`config.mk`:
```
export PLATFORM = sky130hd
export DESIGN_NAME = ipd_frame_deframer
export DESIGN_NICKNAME = d
export VERILOG_FILES = /design/src/rtl/ipd_pkg.sv /design/src/rtl/ipd_parser.sv /design/src/rtl/ipd_frame_deframer.sv
export SDC_FILE = /design/constraint.sdc
export NUM_CORES = 1
export LEC_CHECK = 0
export ABC_AREA = 0
export ABC_CLOCK_PERIOD_IN_PS = 3550
export BUFFER_PORTS_ARGS = -buffer_cell sky130_fd_sc_hd__buf_2
export CAP_MARGIN = 20
export CORE_MARGIN = 2
export CORE_UTILIZATION = 45
export DETAILED_ROUTE_END_ITERATION = 8
export PLACE_DENSITY = 0.62
export SLEW_MARGIN = 15
export SYNTH_ARGS = -nofsm -noshare
export SYNTH_HDL_FRONTEND = slang
export SYNTH_HIERARCHICAL = 1
export SYNTH_SLANG_ARGS = --single-unit
```
`constraint.sdc`:
```
create_clock -name clk -period 3.55 [get_ports clk]
set_input_delay 0.1775 -clock clk [delete_from_list [all_inputs] [get_ports clk]]
set_output_delay 0.1775 -clock clk [all_outputs]
set_load 0.05 [all_outputs]
```
`src/rtl/ipd_pkg.sv`:
```
`default_nettype none
// ----------------------------------------------------------------------------
// ipd_pkg: shared types and constants of the +IPD frame deframer
// Character codes of the frame header, length field limits and the
// result record passed from the parser to the output register.
// ----------------------------------------------------------------------------
package ipd_pkg;

	localparam int unsigned ACC_W      = 17;
	localparam int unsigned HCNT_W     = 3;
	localparam int unsigned DCNT_W     = 3;
	localparam int unsigned CFG_W      = 11;

	localparam logic [7:0] CHAR_PLUS  = 8'h2B;
	localparam logic [7:0] CHAR_I     = 8'h49;
	localparam logic [7:0] CHAR_P     = 8'h50;
	localparam logic [7:0] CHAR_D     = 8'h44;
	localparam logic [7:0] CHAR_COMMA = 8'h2C;
	localparam logic [7:0] CHAR_COLON = 8'h3A;
	localparam logic [7:0] CHAR_ZERO  = 8'h30;
	localparam logic [7:0] CHAR_NINE  = 8'h39;

	localparam logic [HCNT_W-1:0] HDR_LEN    = 3'd5;
	localparam logic [DCNT_W-1:0] MAX_DIGITS = 3'd5;

	localparam logic [CFG_W-1:0] MAX_PAYLOAD_RST = 11'd1000;

	typedef struct packed {
		logic       valid;
		logic [7:0] payload_byte;
		logic       frame_end;
		logic       length_error;
	} result_t;

	// Expected header character at a given position of "+IPD,".
	function automatic logic [7:0] hdr_char(input logic [HCNT_W-1:0] pos);
		logic [7:0] c;
		case (pos)
			3'd0: c = CHAR_PLUS;
			3'd1: c = CHAR_I;
			3'd2: c = CHAR_P;
			3'd3: c = CHAR_D;
			3'd4: c = CHAR_COMMA;
			default: c = 8'h00;
		endcase
		return c;
	endfunction

endpackage
`default_nettype wire

```
`src/rtl/ipd_parser.sv`:
```
`default_nettype none
// ----------------------------------------------------------------------------
// ipd_parser: frame state machine
// Holds the parse state and computes, for the byte in the input register,
// the next state and the result (if any) in one pass.
// ----------------------------------------------------------------------------
module ipd_parser #(
	parameter int unsigned BUFFER_BYTES = 1024
) (
	input  wire logic                        clk,
	input  wire logic                        arst_n,
	input  wire logic                        step,
	input  wire logic [7:0]                  rx_b,
	input  wire logic [ipd_pkg::CFG_W-1:0]   max_payload,
	output ipd_pkg::result_t                 res
);
	import ipd_pkg::*;

	localparam int unsigned CFG_MAX = (1 << CFG_W) - 1;
	localparam int unsigned LIM_CAP = (BUFFER_BYTES < CFG_MAX) ? BUFFER_BYTES : CFG_MAX;
	localparam int unsigned REM_W   = $clog2(LIM_CAP + 1);
	localparam logic [ACC_W-1:0] BUF_LIM = ACC_W'(BUFFER_BYTES);

	localparam logic [1:0] PH_HUNT    = 2'd0;
	localparam logic [1:0] PH_HEADER  = 2'd1;
	localparam logic [1:0] PH_LENGTH  = 2'd2;
	localparam logic [1:0] PH_PAYLOAD = 2'd3;

	logic [1:0]        phase_q, phase_d;
	logic [HCNT_W-1:0] hcnt_q, hcnt_d;
	logic [DCNT_W-1:0] dcnt_q, dcnt_d;
	logic [ACC_W-1:0]  acc_q, acc_d;
	logic [REM_W-1:0]  rem_q, rem_d;

	logic              is_digit;
	logic              is_plus;
	logic [ACC_W-1:0]  acc_times10;
	logic [ACC_W-1:0]  limit;
	logic [ACC_W-1:0]  max_ext;

	assign is_digit    = (rx_b >= CHAR_ZERO) && (rx_b <= CHAR_NINE);
	assign is_plus     = (rx_b == CHAR_PLUS);
	assign acc_times10 = {acc_q[ACC_W-4:0], 3'b000} + {acc_q[ACC_W-2:0], 1'b0};
	assign max_ext     = {{(ACC_W-CFG_W){1'b0}}, max_payload};
	assign limit       = (max_ext > BUF_LIM) ? BUF_LIM : max_ext;

	always_comb begin
		phase_d = phase_q;
		hcnt_d  = hcnt_q;
		dcnt_d  = dcnt_q;
		acc_d   = acc_q;
		rem_d   = rem_q;
		res     = '0;

		case (phase_q)
			PH_HUNT: begin
				phase_d = is_plus ? PH_HEADER : PH_HUNT;
				hcnt_d  = is_plus ? 3'd1 : 3'd0;
				dcnt_d  = '0;
				acc_d   = '0;
				rem_d   = '0;
			end
			PH_HEADER: begin
				if (hcnt_q < HDR_LEN && rx_b == hdr_char(hcnt_q)) begin
					hcnt_d = hcnt_q + 3'd1;
					if (hcnt_q + 3'd1 == HDR_LEN) begin
						phase_d = PH_LENGTH;
						dcnt_d  = '0;
						acc_d   = '0;
					end
				end else begin
					// A mismatching '+' may itself open a new header.
					phase_d = is_plus ? PH_HEADER : PH_HUNT;
					hcnt_d  = is_plus ? 3'd1 : 3'd0;
					dcnt_d  = '0;
					acc_d   = '0;
					rem_d   = '0;
				end
			end
			PH_LENGTH: begin
				if (is_digit && dcnt_q < MAX_DIGITS) begin
					acc_d  = acc_times10 + {{(ACC_W-4){1'b0}}, 4'(rx_b - CHAR_ZERO)};
					dcnt_d = dcnt_q + 3'd1;
				end else if (rx_b == CHAR_COLON && acc_q != '0 && acc_q <= limit) begin
					phase_d = PH_PAYLOAD;
					rem_d   = acc_q[REM_W-1:0];
				end else begin
					// Sixth digit, bad character, zero length or oversize length.
					phase_d = is_plus ? PH_HEADER : PH_HUNT;
					hcnt_d  = is_plus ? 3'd1 : 3'd0;
					dcnt_d  = '0;
					acc_d   = '0;
					rem_d   = '0;
					if (rx_b == CHAR_COLON && acc_q > limit) begin
						res.valid        = 1'b1;
						res.length_error = 1'b1;
					end
				end
			end
			PH_PAYLOAD: begin
				res.valid        = 1'b1;
				res.payload_byte = rx_b;
				if (rem_q <= REM_W'(1)) begin
					res.frame_end = 1'b1;
					phase_d       = PH_HUNT;
					hcnt_d        = '0;
					dcnt_d        = '0;
					acc_d         = '0;
					rem_d         = '0;
				end else begin
					rem_d = rem_q - REM_W'(1);
				end
			end
			default: begin
				phase_d = PH_HUNT;
			end
		endcase
	end

	always_ff @(posedge clk or negedge arst_n) begin
		if (!arst_n) begin
			phase_q <= PH_HUNT;
			hcnt_q  <= '0;
			dcnt_q  <= '0;
			acc_q   <= '0;
			rem_q   <= '0;
		end else if (step) begin
			phase_q <= phase_d;
			hcnt_q  <= hcnt_d;
			dcnt_q  <= dcnt_d;
			acc_q   <= acc_d;
			rem_q   <= rem_d;
		end
	end

endmodule
`default_nettype wire

```
`src/rtl/ipd_frame_deframer.sv`:
```
`default_nettype none
// ----------------------------------------------------------------------------
// ipd_frame_deframer: +IPD frame payload extractor
// Parses "+IPD,<len>:<data>" from a received byte stream and forwards the
// payload bytes, flagging the last one, or reports an oversize length.
//
//   channel   direction  handshake            payload
//   in        input      in_valid/in_ready    rx_byte
//   out       output     out_valid/out_ready  payload_byte, frame_end,
//                                             length_error
//   cfg       input      cfg_wr_en            cfg_wr_data (max_payload)
//
// One byte per cycle is sustained while out_ready is held high: each byte
// waits in the input register while the state machine evaluates it, and its
// result is loaded into the output register on the edge that steps the parser.
// A stalled output register holds the input register, and in_ready drops
// only while both are full. Reset clears all control state and sets
// max_payload to 1000; no clearing pass is needed.
// ----------------------------------------------------------------------------
module ipd_frame_deframer #(
	parameter int unsigned BUFFER_BYTES = 1024
) (
	input  wire logic                        clk,
	input  wire logic                        arst_n,
	input  wire logic                        in_valid,
	output      logic                        in_ready,
	input  wire logic [7:0]                  rx_byte,
	output      logic                        out_valid,
	input  wire logic                        out_ready,
	output      logic [7:0]                  payload_byte,
	output      logic                        frame_end,
	output      logic                        length_error,
	input  wire logic                        cfg_wr_en,
	input  wire logic [ipd_pkg::CFG_W-1:0]   cfg_wr_data
);
	import ipd_pkg::*;

	logic             valid_s1;
	logic [7:0]       rx_byte_s1;
	logic             out_valid_q;
	logic [7:0]       payload_byte_q;
	logic             frame_end_q;
	logic             length_error_q;
	logic [CFG_W-1:0] max_payload_q;
	logic             advance;
	result_t          res;

	// The byte in the input register moves on whenever the output slot is free
	// or is being emptied this cycle.
	assign advance  = valid_s1 && (!out_valid_q || out_ready);
	assign in_ready = !valid_s1 || advance;

	always_ff @(posedge clk or negedge arst_n) begin
		if (!arst_n) begin
			max_payload_q <= MAX_PAYLOAD_RST;
		end else if (cfg_wr_en) begin
			max_payload_q <= cfg_wr_data;
		end
	end

	always_ff @(posedge clk or negedge arst_n) begin
		if (!arst_n) begin
			valid_s1 <= 1'b0;
		end else if (in_ready) begin
			valid_s1 <= in_valid;
		end
	end

	always_ff @(posedge clk) begin
		if (in_ready && in_valid) begin
			rx_byte_s1 <= rx_byte;
		end
	end

	ipd_parser #(
		.BUFFER_BYTES(BUFFER_BYTES)
	) u_parser (
		.clk         (clk),
		.arst_n      (arst_n),
		.step        (advance),
		.rx_b        (rx_byte_s1),
		.max_payload (max_payload_q),
		.res         (res)
	);

	always_ff @(posedge clk or negedge arst_n) begin
		if (!arst_n) begin
			out_valid_q <= 1'b0;
		end else if (advance) begin
			out_valid_q <= res.valid;
		end else if (out_ready) begin
			out_valid_q <= 1'b0;
		end
	end

	always_ff @(posedge clk) begin
		if (advance && res.valid) begin
			payload_byte_q <= res.payload_byte;
			frame_end_q    <= res.frame_end;
			length_error_q <= res.length_error;
		end
	end

	assign out_valid    = out_valid_q;
	assign payload_byte = payload_byte_q;
	assign frame_end    = frame_end_q;
	assign length_error = length_error_q;

`ifndef SYNTH
	// An error transaction never closes a frame and never carries data.
	a_err_not_end: assert property (@(posedge clk) disable iff (!arst_n)
		out_valid && length_error |-> !frame_end && payload_byte == 8'h00)
		else $error("length error result with frame_end or data");

	// With the output register empty, the input side must never stall.
	a_ready_when_empty: assert property (@(posedge clk) disable iff (!arst_n)
		!out_valid_q |-> in_ready)
		else $error("input stalled while output register empty");

	// A byte held in the input register while the output stalls stays put.
	a_hold_s1: assert property (@(posedge clk) disable iff (!arst_n)
		valid_s1 && out_valid_q && !out_ready |=> valid_s1 && $stable(rx_byte_s1))
		else $error("input register lost a byte during output stall");
`endif

endmodule
`default_nettype wire
```
Yosys cells after proc, flatten, opt, wreduce, memory -nomap -nowiden --
Cells that the tools add are included.
Word-level totals: register bits 67, bits of input ports 24, output and inout bits 12, word-level logic and storage cells 103
Operators by class: $add $sub $neg 6, $lt $le $gt $ge 8, equal/unequal tests 17, multiplexer cells 39, reductions and logical operators 21
Operators with widths (number):
- $mux 17 | 5
- $pmux 17 s4 | 1
- $mux 11 | 5
- $pmux 11 s4 | 1
- $pmux 7 s5 | 1
- $mux 3 | 8
- $pmux 3 s4 | 2
- $add 17x17->17 | 1
- $add 17x4->17 | 1
- $gt 17x17->1 | 1
- $le 17x17->1 | 1
- $reduce_bool 17->1 | 1
- $eq 8x6->1 const B | 2
- $reduce_and 4->1 | 3
- $gt 11x11->1 const B | 1
- $le 11x1->1 const B | 1
- $sub 11x1->11 const B | 1
- $mux 2 | 5
- $logic_and 1x1->1 | 9
- $eq 8x8->1 | 1
- $ge 8x6->1 const B | 1
- $le 8x6->1 const B | 1
- $mux 1 | 8
- $mux 8 | 1
- 20 further kinds | 29

Logic depth before layout (Yosys ltp) --
Gate-level depths: netlist of the first run.
word-level depth 9, mapped depth 11, gate-level depth less buffers 11

Cells and area by module --
Netlist of the first run, hierarchy kept.
Modules (own cells, without submodules):
- ipd_parser | times used 1, cells an instance 367, area an instance 3369.5 um^2, seq. area each 900.9 um^2
- ipd_frame_deframer | times used 1, cells an instance 51, area an instance 1092.3 um^2, seq. area each 873.3 um^2

Least setup slack after synthesis of the first run --
Ideal clock, no wire load.
path type register to register, start point reg max_payload_q[10], end point reg u_parser.acc_q[9], library setup time 128 ps, arrival time 2613 ps, data required time 3422 ps, path slack 810 ps, cell stages (with the launch flop) 11, path buffers 1, clock period less this slack 2740 ps, path through dfrtp_1 -> clkinv_1 -> nand2_1 -> ha_1 -> and4_1 -> a221o_1 -> a221o_1 -> a211o_4 -> nand2_2 -> buf_6 -> mux2_1
On the way: longest elaborated chain between the ends 6
Ends and longest elaborated chain:
- start, declared | line ipd_frame_deframer.sv:44 | logic [CFG_W-1:0] max_payload_q;
- start signal, assigned | line ipd_frame_deframer.sv:57 | max_payload_q <= cfg_wr_data;
- $gt 11x11->1 | line ipd_parser.sv:45 | assign limit = (max_ext > BUF_LIM) ? BUF_LIM : max_ext;
- $mux 11 * | line ipd_parser.sv:45
- $le 17x17->1 * | line ipd_parser.sv:84 | end else if (rx_b == CHAR_COLON && acc_q != '0 && acc_q <= limit) begin
- $logic_and 1x1->1 * | line ipd_parser.sv:84
- $ne 3x2->1 (no source line) *
- $reduce_and 4->1 (no source line) *
- end signal, assigned | line ipd_parser.sv:125 | acc_q <= '0;
- end signal, assigned | line ipd_parser.sv:131 | acc_q <= acc_d;
- end, declared | line ipd_parser.sv:32 | logic [ACC_W-1:0] acc_q, acc_d;
Every way passes the cells marked *; elsewhere a longest branch is shown, timed or not. A chain may end at the register's enable or synchronous reset.

Final worst setup path of the first run --
start point reg max_payload_q[10], end point reg u_parser.acc_q[5]
Same word-level chain as after synthesis.

==> key figures, run 1 <==
Critical path
  – Crit path capture type: flip-flop
  – Worst path required time: 3.77 ns
  – Startpoint Class: flip-flop
  – Critical R2R Launch: max_payload_q[10]
  – CP max stage delay: 0.39 ns
  – Critical path arrival: 3.37 ns
  – R2r setup slk: 0.40 ns
  – Reg2reg end: u_parser/acc_q[5]
  – Crit Path Max Fanout: 20
  – WS Path Type: flip-flop to flip-flop
  – Critical path's most frequent cell: a221o_1
  – Slowest stage cell, crit path: a211o_4
  – Cell-by-cell trace of the critical path: clkinv_1, nand2_1, ha_1, and4_1, a221o_1, a221o_1, a211o_4, nand2_2, mux2_1
  – R2R cell count: 9

Clock tree
  – CTS Hold Bufs: 6
  – CTS clock-pin slew for the worst setup and hold paths: 0.07 ns
  – Clock root buffer: clkbuf_8
  – CTS Buffer Depth: 2
  – TritonCTS clock tree: done
  – Htree depth: 3
  – # clock sinks: 67
  – Clock Latency Late Sink: 0.34 ns
  – Number of post-CTS setup repair buffers: 0
  – Clock buffer count from CTS: 9
  – Cts repair resizes: 0

Layout
  – Fillers: 880
  – Storage element area: 0.001774 sq mm
  – Final nets: 537
  – Fraction of layout cells with a size suffix above 1: 18.16%
  – Multi-input gate area: 0.002562 sq mm
  – Area Overhead vs Synth: 13.49%
  – Antenna cells: 0

Min path
  – WHS Endpoint: rx_byte_s1[6]
  – Hold path startpoint: rx_byte[6]
  – Hold Path Depth: 1
  – Worst hold path type: primary input to flip-flop

STA
  – Least-Margin Pin Slew: 1.049 ns
  – Total negative setup slack: 0 ns
  – RSZ-0062 raised after global routing: no
  – Peak Freq: 317.6 MHz
  – Final count of hold timing violations: 0
  – Final setup fails: 0
  – Max-slew headroom: 29.74%
  – Final Skew: 0.009278 ns
  – Final min period: 3.148 ns
  – Min Hold Slack: 0.01686 ns
  – Part of the cycle the worst path needs: 88.69%
  – Fin. max-slew vios: 0

Global route
  – Total Routing Usage GR: 19.08%
  – Largest net degree at the start of global routing: 34
  – GR Overflow Total: 0
  – Initial antenna violation count: 0
  – Number of global-route vias before repair: 3,311
  – First-pass GRT wire length: 16.43 mm

Floorplanning
  – Core area: 0.009684 sq mm
  – Row Count: 36
  – Chip width: 103.6 um
  – Die Y: 103.6 um
  – Die area: 0.01073 sq mm
  – Initial Util: 46.07%
  – IO Count: 36

Drt
  – Vias post-DR: 3,408
  – Vias/cell: 5.671
  – Iter 0 DRT Violations: 143
  – DR WL/cell: 16.48 um
  – Routed Antenna Nets: 0
  – Final wirelength: 9.907 mm
  – DRC violations left: 0
  – DRT Pass-1 Iters: 5

Power
  – Clock power frac: 30.0%
  – Switch Pwr: 0.8693 mW
  – Leak pwr: 2.437 nW
  – Worst IR Drop VDD: 0.2288 mV
  – Sequential power share: 41.2%
  – Comb power frac: 28.8%
  – Sw Share: 34.20%
  – Pwr/cell area: 501.9 mW/mm^2
  – Cell-internal power: 1.672 mW

Logic synthesis
  – Syn Inst Count: 418
  – Post-synth top flop: dfrtp_1
  – Post-synth EDFFs: 18
  – Synth top area share: 24.12%
  – Yosys top cell by area: dfrtp_1
  – Ranking of synthesized cells by area: dfrtp_1 (24%), ha_1 (13%), edfxtp_1 (12%)
  – Synth Register Bits: 67
  – Sequential-to-total area share from yosys stat: 39.76%
  – Synth warn: 6
  – FFs w/ async S/R, synth: 73.13%
  – Synth Net Count: 492
  – Post-synth cell types: 65
  – Syn avg cell area: 10.67 sq um
  – Area of the mapped netlist: 0.004462 sq mm

Placed design
  – Buffers on Ports: 35
  – GP Congestion: 0.8452
  – Detailed placer's ending HPWL: 7.231 mm

Outcome
  – Status: completed

Job
  – Number of max-cap violations: 0
==> area by class of cell <==
type / instances / share of cell area, %
inverter: 15 / 1.112
clock buffer: 9 / 2.446
sequential: 67 / 35.04
multi-input combinational: 325 / 50.61
clock inverter: 7 / 2.273
tap: 133 / 3.286
timing repair buffer: 45 / 5.238
==> critical path: cells and delay by family (launching register included) <==
family,cells,cell delay [ns]
compound gates,3,1.08
fa+ha+maj,1,0.25
buf+inv,1,0.24
flops,1,0.38
mux,1,0.36
simple gates,3,0.71
==> synthesized netlist by cell type, drive strengths merged (4+ instances only) <==
library cell and number:
edfxtp 18, nor3 11, o21ai 14, nand3 6, ha 48, buf 5
a21oi 14, dfrtp 43, o21a 7, nor2b 7, clkbuf 6, dfstp 6
nor2 23, nand2b 5, and3 10, xnor2 13, and2 6, inv 14
a31oi 19, or4 6, or3 5, mux2 18, nor4 7, a22o 11
nand2 30, a21o 15, a221o 4, nand3b 5
==> layer usage <==
layer / up-vias / share of wire [%] / GRT usage, %
met4: 0 / 1.3 / 7.046
met3: 8 / 3.2 / 2.266
met1: 1664 / 48 / 26.86
li1: 1670 / - / -
met2: 66 / 47 / 30.42
met5: - / 0 / 0
==> registers in the layout, indices dropped and copies added (netlist names) <==
name and cells:
u_parser/phase_q 2, frame_end 1, max_payload_q 11, u_parser/acc_q 17, payload_byte 8, rx_byte_s1 8, u_parser/rem_q 11, u_parser/dcnt_q 3
length_error 1, u_parser/hcnt_q 3, out_valid 1, valid_s1 1
==> per-stage QoR <==
step / setup slack (ns) / instances / power (mW) / util (%) / area, sq um
global placement: 0.5191 / 579 / 1.767 / 49.20 / 4765
CTS: 0.3849 / 601 / 2.557 / 52.29 / 5064
floorplan: 0.8095 / 418 / 1.620 / - / 4462
finish: 0.4015 / 601 / 2.542 / 52.29 / 5064
detailed placement: 0.4115 / 579 / 1.782 / 49.20 / 4765
global route: 0.2304 / 601 / 2.700 / 52.29 / 5064
==> how the worst max path moves through the flow <==
stage	slack (ns)	end	cells after the start	from
floorplan	0.81	u_parser/acc_q[9]	10	max_payload_q[10]
global placement	0.52	u_parser/acc_q[4]	9	max_payload_q[10]
detailed placement	0.41	u_parser/acc_q[9]	9	max_payload_q[10]
CTS	0.38	u_parser/acc_q[4]	9	max_payload_q[10]
global route	0.23	u_parser/acc_q[9]	9	max_payload_q[10]
finish	0.40	u_parser/acc_q[5]	9	max_payload_q[10]
==> cells by family (layout without fill, tap and decap cells) <==
kind of cell	after synthesis	after routing	share of synthesized area, %
xor+xnor	16	16	3.141
buf+inv	26	76	2.804
simple gates	129	129	15.96
compound gates	110	110	18.14
flops	67	67	39.76
mux	20	20	5.833
fa+ha+maj	50	50	14.36
==> power by group through the flow <==
stage | sequential (mW) | clock [mW] | combinational [mW]
final | 1.05 | 0.763 | 0.731
after global placement | 1.05 | 0 | 0.713
after detailed placement | 1.06 | 0 | 0.725
after floorplan | 1.07 | 0 | 0.549
after global routing | 1.06 | 0.816 | 0.820
after CTS | 1.04 | 0.781 | 0.733
==> cell usage in the layout (no fill, tap or decap), types with 7 or more instances in the layout <==
cell	count
ha_1	48
a21oi_1	14
nor2_1	23
a21o_1	15
o21a_1	7
clkbuf_8	9
and3_1	10
dfrtp_1	43
a31oi_1	18
inv_1	14
buf_2	35
xnor2_1	13
nand2_1	29
nor2b_1	7
o21ai_0	13
edfxtp_1	18
a22o_1	11
mux2_4	10
nor3_1	10
Note: power is estimated with default switching activity, not from simulation.
==> run 2, diff against run 1 <==
--- a/config.mk
+++ b/config.mk
@@ -6,7 +6,7 @@
 export NUM_CORES = 1
 export LEC_CHECK = 0
 export ABC_AREA = 0
-export ABC_CLOCK_PERIOD_IN_PS = 3550
+export ABC_CLOCK_PERIOD_IN_PS = 3600
 export BUFFER_PORTS_ARGS = -buffer_cell sky130_fd_sc_hd__buf_2
 export CAP_MARGIN = 20
 export CORE_MARGIN = 2
==> constraint.sdc (replaced) <==
create_clock -name clk -period 3.6 [get_ports clk]
set_input_delay 0.18 -clock clk [delete_from_list [all_inputs] [get_ports clk]]
set_output_delay 0.18 -clock clk [all_outputs]
set_load 0.05 [all_outputs]
==> key figures, run 2 (synthesis gave the netlist of run 1 again) <==
Power
  – Cell-internal power: 1.585 mW (-5.2%)
  – Sequential power share: 41.9% (+0.7 points)
  – Leak pwr: 2.438 nW (about the same)
  – Comb power frac: 29.4% (+0.6 points)
  – Clock power frac: 28.6% (-1.4 points)
  – Switch Pwr: 0.8649 mW (-0.51%)
  – Sw Share: 35.31% (+1.1 points)
  – Pwr/cell area: 483.2 mW/mm^2 (-3.7%)
  – Worst IR Drop VDD: 0.2179 mV (-4.8%)
  – Power consumption: 2.450 mW (-3.6%)

Clock tree
  – Htree depth: 3 (unchanged)
  – CTS clock-pin slew for the worst setup and hold paths: 0.08 ns (about the same)
  – # clock sinks: 67 (unchanged)
  – Number of post-CTS setup repair buffers: 0 (unchanged)
  – TritonCTS clock tree: done
  – CTS Buffer Depth: 2 (unchanged)
  – Clock root buffer: clkbuf_8
  – Cts repair resizes: 0 (unchanged)
  – Clock buffer count from CTS: 9 (unchanged)
  – Clock Latency Late Sink: 0.36 ns (+0.02 ns)

Critical path
  – Crit path capture type: flip-flop
  – Startpoint Class: flip-flop
  – Crit Path Max Fanout: 20 (unchanged)
  – Worst path required time: 3.84 ns (+0.07 ns)
  – WS Path Type: flip-flop to flip-flop
  – Critical path arrival: 3.39 ns (+0.02 ns)

Drt
  – DRT Pass-1 Iters: 4 (-1)
  – Routed wl met2: 4.302 mm (-8.0%)
  – Routed Antenna Nets: 0 (unchanged)
  – Vias/cell: 5.563 (-1.9%)
  – DRC violations left: 0 (unchanged)
  – Top Layer Used: met4
  – Vias post-DR: 3,360 (-1.4%)
  – Met3 Wirelength: 306 um (-4.1%)
  – Final wirelength: 9.793 mm (-1.2%)
  – Iter 0 DRT Violations: 149 (+4.2%)
  – DR WL/cell: 16.21 um (-1.6%)
  – WL met1: 4.947 mm (+3.5%)

Job
  – Number of max-cap violations: 0 (unchanged)

STA
  – Peak Freq: 317.1 MHz (-0.15%)
  – Part of the cycle the worst path needs: 87.59% (-1.1 points)
  – Min Hold Slack: 0.01969 ns (+0.002828 ns)
  – Total negative setup slack: 0 ns (unchanged)
  – Fin. max-slew vios: 0 (unchanged)
  – RSZ-0062 raised after global routing: no
  – Final Skew: 0.01166 ns (+0.002379 ns)
  – Final setup fails: 0 (unchanged)
  – Final min period: 3.153 ns (+0.004763 ns)
  – Final count of hold timing violations: 0 (unchanged)
  – Max-slew headroom: 30.32% (+0.59 points)
  – Least-Margin Pin Slew: 1.040 ns (-0.008753 ns)

Floorplanning
  – Die area: 0.01073 sq mm (unchanged)
  – Row Count: 36 (unchanged)
  – IO Count: 36 (unchanged)
  – Initial Util: 46.07% (unchanged)
  – Core area: 0.009684 sq mm (unchanged)
  – Die Y: 103.6 um (unchanged)
  – Chip width: 103.6 um (unchanged)

Layout
  – Most frequent cells in the layout: ha_1 (48), dfrtp_1 (43), buf_2 (35), nand2_1 (29), nor2_1 (23)
  – Most common cell after layout, fill and taps aside: ha_1
  – Design area: 0.005070 sq mm (+0.12%)
  – Reg with most FFs: u_parser/acc_q
  – Fraction of layout cells with a size suffix above 1: 18.47% (+0.31 points)
  – Largest registers: u_parser/acc_q (17), max_payload_q (11), u_parser/rem_q (11)
  – Antenna cells: 0 (unchanged)
  – Largest register FFs: 17 (unchanged)
  – Area Overhead vs Synth: 13.63%
  – Final nets: 540 (+0.56%)
  – Non-filler cells, final: 604 (+0.50%)

Placed design
  – Detailed placer's ending HPWL: 7.090 mm (-1.9%)
  – Buffers on Ports: 35 (unchanged)
  – Placed insts: 580 (+0.17%)
  – Dpl cell area: 0.004772 sq mm (+0.16%)
  – GP Congestion: 0.8648 (+2.3%)

Global route
  – Initial antenna violation count: 0 (unchanged)
  – First-pass GRT wire length: 16.51 mm (+0.51%)
  – GR Overflow Total: 0 (unchanged)
  – Largest net degree at the start of global routing: 33 (-2.9%)
  – Total Routing Usage GR: 19.19% (+0.11 points)
  – Number of global-route vias before repair: 3,286 (-0.76%)

Min path
  – Worst hold path type: primary input to flip-flop

Outcome
  – Status: completed
==> run 2: cell count changes in the layout (fill, tap and decap cells not counted), sizes merged <==
cell         delta
dlygate4sd3     +2
inv             -1
buf             +1
clkbuf          +1
bufinv          -1
clkinvlp        +1
==> run 2: metal layers <==
layer / global-route usage [%] / up-vias
li1: - / 1681
met1: 27.38 / 1602
met2: 29.28 / 60
met3: 2.643 / 17
met4: 8.301 / 0
met5: 0 / -
==> run 2: path summary, 6_finish.rpt <==
kind,from,end,slack (ns),cells after the start
worst max-delay path,max_payload_q[10],u_parser/acc_q[4],0.45,9
worst min-delay path,in_valid,valid_s1,0.02,2
worst max register to register,max_payload_q[10],u_parser/acc_q[4],0.45,9
worst min register to register,u_parser/acc_q[16],u_parser/acc_q[16],0.52,1
max in group asynchronous,arst_n,u_parser/hcnt_q[1],2.55,3
min in group asynchronous,arst_n,max_payload_q[0],0.29,2
==> run 2: power groups by stage <==
stage / Combinational [mW] / Sequential (mW) / Clock (mW)
after global routing: 0.801 / 1.05 / 0.747
final: 0.721 / 1.03 / 0.701
after floorplan: 0.542 / 1.06 / 0
after global placement: 0.704 / 1.04 / 0
after detailed placement: 0.714 / 1.04 / 0
after CTS: 0.724 / 1.03 / 0.711
==> run 2: cell type report <==
class / instances / area (sq um)
well taps: 133 / 166.4
clock inverters: 6 / 90.09
fillers: 860 / 4614
clock buffers: 10 / 127.6
flip-flops and latches: 67 / 1774
inverters: 15 / 56.30
repair buffers: 48 / 292.8
multi-input cells: 325 / 2562
==> run 2: repair_timing <==
item,CTS,global route
hold buffers,6,2
endpoints found under the setup margin,0,0
endpoints found under the hold margin,16,2
==> run 2: worst max-delay path, cell delays in order, from the launching register on <==
cell and delay, ns:
dfrtp_1 0.38, clkinv_1 0.24, nand2_1 0.16, ha_1 0.25
and4_1 0.22, a221o_1 0.34, a221o_1 0.35, a211o_4 0.39
nand2_2 0.33, mux2_1 0.36
==> run 2: per-stage QoR <==
stage | util [%] | setup slack [ns]
final | 52.35 | 0.4468
after global routing | 52.35 | 0.2382
after CTS | 52.14 | 0.4490
after detailed placement | 49.28 | 0.4859
after global placement | 49.28 | 0.5619
after floorplan | - | 0.8595
==> run 3, diff against run 2 <==
--- a/config.mk
+++ b/config.mk
@@ -5,14 +5,15 @@
 export SDC_FILE = /design/constraint.sdc
 export NUM_CORES = 1
 export LEC_CHECK = 0
-export ABC_AREA = 0
+export ABC_AREA = 1
 export ABC_CLOCK_PERIOD_IN_PS = 3600
 export BUFFER_PORTS_ARGS = -buffer_cell sky130_fd_sc_hd__buf_2
 export CAP_MARGIN = 20
 export CORE_MARGIN = 2
 export CORE_UTILIZATION = 45
 export DETAILED_ROUTE_END_ITERATION = 8
-export PLACE_DENSITY = 0.62
+export HOLD_SLACK_MARGIN = 0.12
+export PLACE_DENSITY = 0.61
 export SLEW_MARGIN = 15
 export SYNTH_ARGS = -nofsm -noshare
 export SYNTH_HDL_FRONTEND = slang
==> key figures, run 3 <==
STA
  – Final min period: 3.154 ns (+0.0003970 ns)
  – Total negative setup slack: 0 ns (unchanged)
  – RSZ-0062 raised after global routing: no
  – Max-slew headroom: 50.10% (+20 points)
  – Fin. max-slew vios: 0 (unchanged)
  – Final setup fails: 0 (unchanged)
  – Fin worst setup slack: 0.4464 ns (-0.0003970 ns)
  – Least-Margin Pin Slew: 0.7458 ns (-0.2946 ns)
  – Final Skew: 0.006996 ns (-0.004661 ns)
  – Part of the cycle the worst path needs: 87.60% (about the same)
  – Min Hold Slack: 0.1330 ns (+0.1133 ns)
  – Final count of hold timing violations: 0 (unchanged)
  – Peak Freq: 317.1 MHz (about the same)

Power
  – Pwr/cell area: 324.2 mW/mm^2 (-33%)
  – Power consumption: 1.925 mW (-21%)
  – Worst IR Drop VDD: 0.1982 mV (-9.0%)
  – Leak pwr: 3.204 nW (+31%)

Drt
  – Iter 0 DRT Violations: 298 (+100%)
  – DRC violations left: 0 (unchanged)
  – Vias/cell: 5.089 (-8.5%)
  – Routed Antenna Nets: 0 (unchanged)
  – Final wirelength: 12.73 mm (+30%)
  – Vias post-DR: 4,641 (+38%)
  – DRT Pass-1 Iters: 5 (+1)
  – DR WL/cell: 13.96 um (-14%)

Job
  – Number of max-cap violations: 0 (unchanged)

Logic synthesis
  – Post-synthesis compound-gate area fraction: 4.329% (-14 points)
  – Post-Synth XOR/XNOR Area: 2.724% (-0.42 points)
  – Post-synth EDFFs: 18 (unchanged)
  – Area of the mapped netlist: 0.005145 sq mm (+15%)
  – Post-synth cell types: 41 (-37%)
  – FFs w/ async S/R, synth: 73.13% (unchanged)
  – Count leader, synth: nand2_1
  – Post-synth top flop: dfrtp_1
  – Ranking of synthesized cells by area: dfrtp_1 (21%), nand2_1 (18%), ha_1 (12%)
  – Syn Inst Count: 711 (+70%)
  – Sequential-to-total area share from yosys stat: 34.48% (-5.3 points)
  – Synth top area share: 20.91% (-3.2 points)
  – Synth warn: 6 (unchanged)
  – Synth cell count leaders: nand2_1 (246), inv_1 (94), nor2_1 (66)
  – Simple-gate share of the synthesized area: 36.45% (+20 points)
  – Synth Net Count: 785 (+60%)
  – Yosys top cell by area: dfrtp_1
  – Post-Synth Adder-Cell Area: 12.45% (-1.9 points)
  – Main combinational cell family by area after synthesis: simple AND/OR/NAND/NOR gates
  – Mux share of post-synthesis cell area: 0% (-5.8 points)
  – Synth Register Bits: 67 (unchanged)
  – Syn avg cell area: 7.236 sq um (-32%)

Global route
  – Number of global-route vias before repair: 4,462 (+36%)
  – Largest net degree at the start of global routing: 27 (-18%)
  – GR Overflow Total: 0 (unchanged)
  – Met3 usage: 3.773% (+1.1 points)
  – Met2 usage: 34.07% (+4.8 points)
  – GR peak layer: met2
  – GRT met1 Usage: 29.65% (+2.3 points)
  – Initial antenna violation count: 0 (unchanged)
  – Total Routing Usage GR: 21.78% (+2.6 points)
  – First-pass GRT wire length: 21.61 mm (+31%)

Layout
  – Largest registers: u_parser/acc_q (17), max_payload_q (11), u_parser/rem_q (11)
  – Most common cell after layout, fill and taps aside: nand2_1
  – Reg with most FFs: u_parser/acc_q
  – Final nets: 838 (+55%)
  – Most frequent cells in the layout: nand2_1 (246), inv_1 (94), nor2_1 (66), nand3_1 (51), ha_1 (48)
  – Fillers: 1,091 (+27%)
  – Antenna cells: 0 (unchanged)
  – Fraction of layout cells with a size suffix above 1: 11.44% (-7.0 points)
  – Area Overhead vs Synth: 15.39%
  – Largest register FFs: 17 (unchanged)

Floorplanning
  – Die area: 0.01230 sq mm (+15%)
  – Die Y: 110.9 um (+7.1%)
  – Core area: 0.01127 sq mm (+16%)
  – Chip width: 110.9 um (+7.1%)
  – IO Count: 36 (unchanged)
  – Row Count: 39 (+8.3%)
  – Initial Util: 45.64% (-0.43 points)

Critical path
  – R2r setup slk: 0.45 ns (about the same)
  – Crit path buf inv count: 1 (unchanged)
  – Reg2reg end: u_parser/acc_q[2]
  – Cell-by-cell trace of the critical path: nor4_1, a31o_2, nand2_1, ha_1, nand2_1, inv_1, nand3_1, nor2_1, nand3b_1, nand3_1, nand2_2, nand2_1, nand3_4, nand2_1, nand2_1
  – Delay-heaviest family, CP: simple AND/OR/NAND/NOR gates
  – Slowest stage cell, crit path: nand2_1
  – Worst path required time: 3.81 ns (-0.03 ns)
  – Critical path's most frequent cell: nand2_1
  – Worst setup path startpoint: max_payload_q[2]
  – R2R cell count: 15 (+6)
  – Critical R2R Launch: max_payload_q[2]
  – Crit path capture type: flip-flop
  – Startpoint Class: flip-flop
  – Critical path arrival: 3.37 ns (-0.02 ns)
  – WS Path Type: flip-flop to flip-flop
  – CP max stage delay: 0.41 ns (+0.02 ns)
  – Levels on crit path: 15 (+6)
  – Crit Path Max Fanout: 20 (unchanged)
  – Setup crit end: u_parser/acc_q[2]

Clock tree
  – TritonCTS clock tree: done
  – CTS clock-pin slew for the worst setup and hold paths: 0.06 ns (-0.02 ns)
  – Clock root buffer: clkbuf_16
  – # clock sinks: 67 (unchanged)
  – Clock buffer count from CTS: 9 (unchanged)
  – Cts repair resizes: 0 (unchanged)
  – Number of post-CTS setup repair buffers: 0 (unchanged)
  – Clock Latency Late Sink: 0.33 ns (-0.03 ns)
  – CTS Buffer Depth: 2 (unchanged)
  – Htree depth: 3 (unchanged)
  – CTS Hold Bufs: 21 (+15)

Min path
  – Worst hold path type: primary input to flip-flop

Outcome
  – Status: completed

Placed design
  – Detailed placer's ending HPWL: 9.205 mm (+30%)
  – Place WS: 0.5245 ns (+0.03860 ns)
  – Buffers on Ports: 35 (unchanged)
  – GP Congestion: 0.8717 (+0.80%)
-- run 3: final cells by class --
class                      instances  area (sq um)  share of cell area, %
tap                              143         178.9                  3.014
clock buffer                       9         225.2                  3.793
multi-input combinational        529          2879                  48.49
inverter                          98         370.4                  6.238
clock inverter                     7         101.3                  1.707
sequential                        67          1774                  29.88
timing repair buffer              59         407.9                  6.870
-- run 3: where the power goes --
part	switching (mW)	internal, mW	total (mW)
registers	0.0151	0.802	0.817
clock network	0.358	0.611	0.969
logic	0.0828	0.0556	0.138
-- run 3: metal layers --
layer	vias to the layer above	routed length (um)	part of all wire, %
li1	2380	-	-
met4	0	340	2.7
met1	2127	6028	47
met5	-	0	0
met3	24	504	4.0
met2	110	5858	46
-- run 3: cell families (layout without fill, tap and decap cells) --
kind of cell | Yosys count | after routing
xor+xnor | 16 | 16
fa+ha+maj | 50 | 50
simple gates | 425 | 425
flops | 67 | 67
buf+inv | 115 | 173
compound gates | 38 | 38
-- run 3: tightest hold or removal path: stages --
cell	delay, ns
buf_2	0.07
inv_1	0.04
nand2_1	0.06
o21ai_0	0.07
-- run 3: worst min-delay path by stage --
stage | start | to | slack, ns | depth (start not counted)
2_1_floorplan | arst_n | max_payload_q[0] | -0.12 | 0
3_3_place_gp | arst_n | u_parser/acc_q[0] | 0.21 | 1
3_5_place_dp | arst_n | u_parser/acc_q[1] | 0.22 | 1
4_1_cts | out_ready | out_valid | 0.13 | 4
5_1_grt | out_ready | out_valid | 0.16 | 4
6_report | out_ready | out_valid | 0.13 | 4
-- run 3: per-stage QoR --
stage	util, %	cells	area, sq um
2_1_floorplan	-	711	5145
3_3_place_gp	47.91	875	5400
3_5_place_dp	47.91	875	5400
4_1_cts	52.67	912	5937
5_1_grt	52.67	912	5937
6_report	52.67	912	5937
